### src/hdl/tpp_pkg.sv
`timescale 1ns / 1ps
package tpp_pkg;

  localparam int unsigned TableEntriesDefault = 128;

  localparam logic [7:0]  SyncByte     = 8'h47;
  localparam logic [7:0]  PktLen       = 8'd188;
  localparam logic [7:0]  PcrReportPos = 8'd10;
  localparam logic [31:0] MaxWaitReset = 32'd20000000;

  // x / 90 == (x >> 1) / 45; reciprocal of 45 is 2^32 + RecipLo45, scaled by 2^38
  localparam logic [31:0] RecipLo45    = 32'd1813430637;

  localparam logic [2:0]  FlagsAllSet  = 3'b111;

  localparam int unsigned PidW   = 13;
  localparam int unsigned PcrW   = 33;
  localparam int unsigned TimeW  = 64;
  localparam int unsigned QuoW   = 27;   // 2^33 / 90 fits in 27 bits
  localparam int unsigned TgtW   = 37;   // quotient * 1000

  localparam int unsigned ResKindSyncErr = 0;
  localparam int unsigned ResKindPcr     = 1;

  // register byte offsets
  localparam logic [2:0] RegMaxWait = 3'd0;

  typedef struct packed {
    logic [PidW-1:0]  pid;
    logic [PcrW-1:0]  prev_pcr;
    logic [TimeW-1:0] pace_t0;
    logic             seen;
  } entry_t;

endpackage

### src/hdl/tpp_div90.sv
`timescale 1ns / 1ps
module tpp_div90 (
  input  logic                        clk_i,
  input  logic                        rst_ni,
  input  logic                        start_i,
  input  logic [tpp_pkg::PcrW-1:0]    dividend_i,
  output logic                        done_o,
  output logic [tpp_pkg::QuoW-1:0]    quotient_o
);
  import tpp_pkg::*;

  // divide by 90 as a halving then a reciprocal multiply by 1/45:
  // q = (y * (2^32 + RecipLo45)) >> 38, y = x >> 1
  logic [31:0]     y_q;
  logic [31:0]     yh_q;
  logic [63:0]     prod_q;
  logic [QuoW-1:0] quo_q;
  logic            s1_q, s2_q, done_q;
  logic [64:0]     sum;

  assign sum = {1'b0, yh_q, 32'd0} + {1'b0, prod_q};

  always_ff @(posedge clk_i or negedge rst_ni) begin
    if (!rst_ni) begin
      s1_q   <= 1'b0;
      s2_q   <= 1'b0;
      done_q <= 1'b0;
    end else begin
      s1_q   <= start_i;
      s2_q   <= s1_q;
      done_q <= s2_q;
    end
  end

  always_ff @(posedge clk_i) begin
    if (start_i) begin
      y_q <= dividend_i[PcrW-1:1];
    end
    if (s1_q) begin
      prod_q <= 64'(y_q) * 64'(RecipLo45);
      yh_q   <= y_q;
    end
    if (s2_q) begin
      quo_q <= sum[64:38];
    end
  end

  assign done_o     = done_q;
  assign quotient_o = quo_q;

endmodule

### config.mk
export PLATFORM = sky130hd
export DESIGN_NAME = tpp_div90
export DESIGN_NICKNAME = d
export VERILOG_FILES = /design/src/hdl/tpp_pkg.sv /design/src/hdl/tpp_div90.sv
export SDC_FILE = /design/constraint.sdc
export NUM_CORES = 1
export LEC_CHECK = 0
export BUFFER_PORTS_ARGS = -buffer_cell sky130_fd_sc_hd__clkbuf_2
export CAP_MARGIN = 10
export CORE_UTILIZATION = 30
export CTS_BUF_LIST = sky130_fd_sc_hd__clkbuf_8
export DETAILED_ROUTE_END_ITERATION = 10
export PLACE_DENSITY_LB_ADDON = 0.2
export SKIP_CTS_REPAIR_TIMING = 1
export SLEW_MARGIN = 20
export SYNTH_ARGS = -nofsm -noshare
export SYNTH_HDL_FRONTEND = slang
export SYNTH_SLANG_ARGS = --single-unit
### constraint.sdc
create_clock -name clk_i -period 11.2 [get_ports clk_i]
set_input_delay 1.12 -clock clk_i [delete_from_list [all_inputs] [get_ports clk_i]]
set_output_delay 1.12 -clock clk_i [all_outputs]
set_load 0.01 [all_outputs]
==> results of run 1 <==
## Yosys cell counts (all sizes together) (2+ instances only)
library cell | count | share of area
clkbuf | 2 | 0.00037
a31oi | 5 | 0.0023
o21bai | 11 | 0.0040
edfxtp | 122 | 0.18
nor4b | 2 | 0.00086
a21oi | 79 | 0.020
xor2 | 36 | 0.015
xnor2 | 47 | 0.020
and4 | 2 | 0.00086
ha | 411 | 0.25
nand2b | 9 | 0.0028
o21a | 7 | 0.0026
o21ai | 36 | 0.0094
nor2b | 7 | 0.0021
fa | 323 | 0.32
nand4 | 14 | 0.0043
inv | 522 | 0.096
and2 | 9 | 0.0029
o2111ai | 3 | 0.0016
nand2 | 38 | 0.0070
dfrtp | 3 | 0.0037
o221ai | 3 | 0.0013
nor2 | 39 | 0.0072
nand3 | 14 | 0.0037
nor3 | 13 | 0.0034
a311oi | 2 | 0.0012
a21o | 50 | 0.018
a21boi | 3 | 0.0011
a22oi | 3 | 0.0011
a41oi | 3 | 0.0017
a221oi | 3 | 0.0019
nor4 | 4 | 0.0012
and3 | 4 | 0.0012
a211oi | 6 | 0.0032
or2 | 10 | 0.0031
## worst paths after layout
| path | slack [ps] | endpoint | cells past startpoint |
|---|---|---|---|
| max reg2reg | 2620 | prod_q[61]$_DFFE_PP_ | 22 |
| max in group asynchronous | 10700 | s1_q$_DFF_PN0_ | 1 |
| min in group clk_i | 600 | quotient_o[26]$_DFFE_PP_ | 1 |
| min | 390 | s2_q$_DFF_PN0_ | 1 |
| min reg2reg | 600 | quotient_o[26]$_DFFE_PP_ | 1 |
| max | 2620 | prod_q[61]$_DFFE_PP_ | 22 |
## per-stage QoR
step / hold WS, ps / area, sq um / utilization / std cells
2_1_floorplan: 512 / 20400 / - / 1859
3_3_place_gp: 563 / 21900 / 0.325 / 2794
3_5_place_dp: 570 / 21900 / 0.325 / 2794
4_1_cts: 335 / 22200 / 0.330 / 2826
5_1_grt: 347 / 22300 / 0.331 / 2828
6_report: 385 / 22300 / 0.331 / 2828
## final cells by class
class / count / area, sq um / area share
clock buffer: 17 / 234 / 0.0105
tap: 873 / 1090 / 0.0491
clock inverter: 15 / 146 / 0.00658
timing repair buffer: 66 / 353 / 0.0159
sequential: 125 / 3740 / 0.168
inverter: 522 / 1960 / 0.0880
multi-input combinational: 1209 / 14700 / 0.662
antenna: 1 / 2.50 / 0.000112
## state kept, by name, summed over array words and instances, names as in the netlist
| signal | flops |
|---|---|
| quotient_o | 27 |
| prod_q | 31 |
| s1_q | 1 |
| y_q | 32 |
| done_o | 1 |
| s2_q | 1 |
| yh_q | 32 |
## worst max-delay path, stage by stage, from the launching register on
cell      delay (ps)
edfxtp_1         740
ha_1             310
xor2_1           650
ha_1             360
ha_1             300
a21o_1           230
fa_1             510
fa_1             560
fa_1             470
fa_1             510
fa_1             410
ha_1             410
nand2_1          100
nor4_1           570
nand3_1          220
a211oi_2         310
nor3_2            90
buf_4            190
o21ai_2          320
a41oi_1          430
a21bo_1          340
o221ai_1         200
xnor2_1           90
## cells by family (layout without fill, tap and decap cells)
kind of cell	count (synthesis)	count (layout)
xor gates and xnor gates	83	83
other	0	1
and+or+nand+nor	166	166
AOI/OAI and AO/OA	226	226
DFF	125	125
buffers and inverters	525	620
adders and majority gates	734	734
## routing by layer
layer	vias up	track usage	wire length [um]
li1	6161	-	-
met1	6478	0.237	26000
met2	253	0.263	25000
met3	50	0.0369	3150
met4	0	0.0477	1090
met5	-	0	0
==> reports/qor.txt, run 1 <==
Setup Crit Path Kind = reg -> reg
Reg-to-reg startpoint = y_q[0]$_DFFE_PP_
Final period util = 0.766
Vias in the first global route = 14300
Syn_nets = 2629
WP data required = 11470 ps
DR DRC count = 0
Hold Crit Class = in -> async
Post-synth top flop = edfxtp_1
Ys Warns = 0
Ports = 64
Post-detail-place hpwl = 48800 um
Die width = 263 um
Synth Area in Compound Gates = 0.0759
Worst-margin pin slew = 897 ps
Die height = 263 um
Simple-gate area share of the yosys netlist = 0.0411
Number of max-slew violations in the final report = 0
Starting density of the core = 0.304
Nets@finish = 2711
Outcome = finished, final reports clean
Htree depth = 4
Proportion of layout cells with a drive suffix above 1 = 0.0670
Max clock buf depth = 2
Count of flip-flops with a built-in enable after synthesis = 122
Initial antenna violation count = 1
DRT antenna net count = 0
Post-Synth XOR/XNOR Area = 0.0356
Largest net degree at the start of global routing = 65
Violation count after the first detailed-route iteration = 721
Fin Setup TNS = 0 ps
Vias/cell = 4.58
Largest family of logic cells by synthesized area = adder cells
Post-synthesis mux area share = 0
Crit start category = flip-flop
Adder-cell share of the synthesized area = 0.568
Setup violations, final = 0
CP max FO = 11
Min Clock Period, post-route = 8580 ps
Buffers on Ports = 62
Clock transition at the registers of the reported paths = 80 ps
Mapped Area = 20400 sq um
Post-synthesis cell type count = 63
Synthesized flop and latch total = 125
CTS tree = done
Core Area = 67300 sq um
DR vias = 12900
WL/cell = 19.5 um
Clk Latency, worst-skew pair = 520 ps
Worst rel slew slack = 0.402
Syn_area_per_cell = 11.0 sq um
CP startpoint = y_q[0]$_DFFE_PP_
Final Hold Fails = 0
Area grow syn2layout = 8.89%
Commonest non-fill, non-tap cell in the layout = inv_1
Commonest non-fill, non-tap cells in the layout = 522 x inv_1, 411 x ha_1, 323 x fa_1
FFs w/ async S/R, synth = 0.0240
Total grt overflow = 0
Post-synthesis cell count = 1859
Seq/Total Area, Yosys = 0.183
GPL Wtd Cong = 0.917
Arr. time, crit path = 8850 ps
Max Freq = 117 MHz
Skew final = 17.8 ps
First drt pass iteration count = 5
Max cap viols = 0
Worst setup margin = 2620 ps
Fillers = 6800
TritonCTS Buffers = 17
CTS root buf = clkbuf_8
Row cnt = 95
Die area = 69200 sq um
Global-route wire length before repair = 86300 um
RSZ-0062 raised after global routing = no
Gr usage total = 0.170
Drt total wl = 55200 um
Worst Setup End Kind = flip-flop
Post-placement setup slack = 2620 ps
CTS Sinks = 125
Power of run 1 is not shown: default switching activity piles up to over one toggle a cycle in this logic, so the estimate is an artifact.
==> run 2: changes to the inputs <==
==> constraint.sdc (replaced) <==
create_clock -name clk_i -period 8.78 [get_ports clk_i]
set_input_delay 0.878 -clock clk_i [delete_from_list [all_inputs] [get_ports clk_i]]
set_output_delay 0.878 -clock clk_i [all_outputs]
set_load 0.01 [all_outputs]
==> run 2 against run 1 <==
  * Critical path type unchanged
  * Sequential cell count unchanged
  * Sequential share of layout area down 0.11 points
  * Cell count is 0.81% higher
  * Critical endpoint is now prod_q[62]$_DFFE_PP_
  * Critical path depth is 4 higher
  * Die area stayed put
  * Fmax up 5.1%
==> reports/qor.txt, run 2 (same netlist as run 1, synthesis figures left out) <==
Row cnt = 95 (unchanged)
Buffers on Ports = 62 (unchanged)
Gr usage total = 0.171 (+0.00188)
Post-layout util = 0.333 (+0.00220)
First drt pass iteration count = 5 (unchanged)
Starting density of the core = 0.304 (unchanged)
Vias in the first global route = 14400 (+1.1%)
Largest stage delay, worst path = 540 ps (-200 ps)
Core Area = 67300 sq um (unchanged)
Largest net degree at the start of global routing = 65 (unchanged)
RSZ-0062 raised after global routing = no
Final Hold Fails = 0 (unchanged)
TritonCTS Buffers = 17 (unchanged)
CP max FO = 6 (-5)
Die area = 69200 sq um (unchanged)
Crit start category = flip-flop
Setup violations, final = 0 (unchanged)
CTS Sinks = 125 (unchanged)
Skew final = 26.0 ps (+8.27 ps)
Number of max-slew violations in the final report = 0 (unchanged)
Global-route wire length before repair = 87400 um (+1.2%)
Nets@finish = 2734 (+0.85%)
Die height = 263 um (unchanged)
Post-detail-place hpwl = 50100 um (+2.7%)
DRT antenna net count = 0 (unchanged)
Fin Setup TNS = 0 ps (unchanged)
Clk Latency, worst-skew pair = 510 ps (about the same)
Hold Crit Class = in -> async
DR vias = 12900 (+0.039%)
Vias/cell = 4.54 (-0.77%)
CTS root buf = clkbuf_8
Commonest non-fill, non-tap cell in the layout = inv_1
Post-route cell area = 22400 sq um (+0.66%)
Htree depth = 4 (unchanged)
Worst-margin pin slew = 1030 ps (+132 ps)
Worst rel slew slack = 0.314 (-0.0878)
Ports = 64 (unchanged)
Max cap viols = 0 (unchanged)
Die width = 263 um (unchanged)
Min Clock Period, post-route = 8160 ps (-415 ps)
Initial antenna violation count = 1 (unchanged)
WP data required = 9030 ps (-2440 ps)
Drt total wl = 56300 um (+2.0%)
Commonest non-fill, non-tap cells in the layout = 525 x inv_1, 411 x ha_1, 323 x fa_1
Fillers = 6906 (+1.6%)
Max clock buf depth = 2 (unchanged)
Clock transition at the registers of the reported paths = 80 ps (about the same)
Final period util = 0.930 (+0.164)
Reg-to-reg startpoint = y_q[4]$_DFFE_PP_
Area grow syn2layout = 9.61%
Arr. time, crit path = 8410 ps (-440 ps)
Placed cell areas = 22000 sq um (+0.82%)
Proportion of layout cells with a drive suffix above 1 = 0.0759 (+0.00883)
GPL Wtd Cong = 0.918 (+0.14%)
CTS tree = done
Max Freq = 123 MHz (+5.1%)
Total grt overflow = 0 (unchanged)
Crit-path most repeated cell = fa_1
Setup Crit Path Kind = reg -> reg
Regs by FF count = y_q: 32 flops, yh_q: 32 flops, prod_q: 31 flops
CP startpoint = y_q[4]$_DFFE_PP_
Violation count after the first detailed-route iteration = 664 (-7.9%)
Outcome = finished, final reports clean
DR DRC count = 0 (unchanged)
Slowest CP cell = edfxtp_1
Worst Setup End Kind = flip-flop
WL/cell = 19.7 um (+1.2%)
-- run 2: metrics by stage --
step	hold WS [ps]	worst slack [ps]	instances
2_1_floorplan	512	2030	1859
3_3_place_gp	563	778	2818
3_5_place_dp	562	780	2818
4_1_cts	103	710	2850
5_1_grt	124	373	2851
6_report	153	619	2851
-- run 2: area by class of cell --
class                   count  area, sq um  share of cell area
repair buffers             89          513              0.0229
flip-flops and latches    125         3740               0.167
inverters                 522         1960              0.0875
multi-input cells        1209        14700               0.657
well taps                 873         1090              0.0488
clock inverters            15          134             0.00598
clock buffers              17          234              0.0104
diodes                      1         2.50            0.000112
-- run 2: path summary, 6_finish.rpt --
check                                           end  slack, ps  cells past startpoint
max                            prod_q[62]$_DFFE_PP_        620                     26
min                                done_o$_DFF_PN0_        150                      1
max reg2reg                    prod_q[62]$_DFFE_PP_        620                     26
min reg2reg                quotient_o[25]$_DFFE_PP_        580                      2
max in group asynchronous            s1_q$_DFF_PN0_       8510                      1
min in group clk_i                y_q[31]$_DFFE_PP_        530                      1
-- run 2: per-layer routing --
metal | part of all wire | vias to the layer above | wire, um | track usage
met2 | 0.46 | 250 | 25700 | 0.268
li1 | - | 6200 | - | -
met4 | 0.021 | 0 | 1200 | 0.0458
met1 | 0.46 | 6452 | 26000 | 0.234
met5 | 0 | - | 0 | 0
met3 | 0.061 | 45 | 3410 | 0.0444
-- run 2: worst max-delay path, delay by kind of cell (launching register included) --
| family | cells | cell delay, ps |
|---|---|---|
| buffers and inverters | 4 | 440 |
| AO/OA/AOI/OAI | 7 | 1590 |
| adder cells (fa/ha/maj) | 9 | 4020 |
| flip-flops | 1 | 540 |
| XOR/XNOR | 3 | 640 |
| AND/OR/NAND/NOR | 3 | 660 |
Power of run 2 is left out for the same reason.
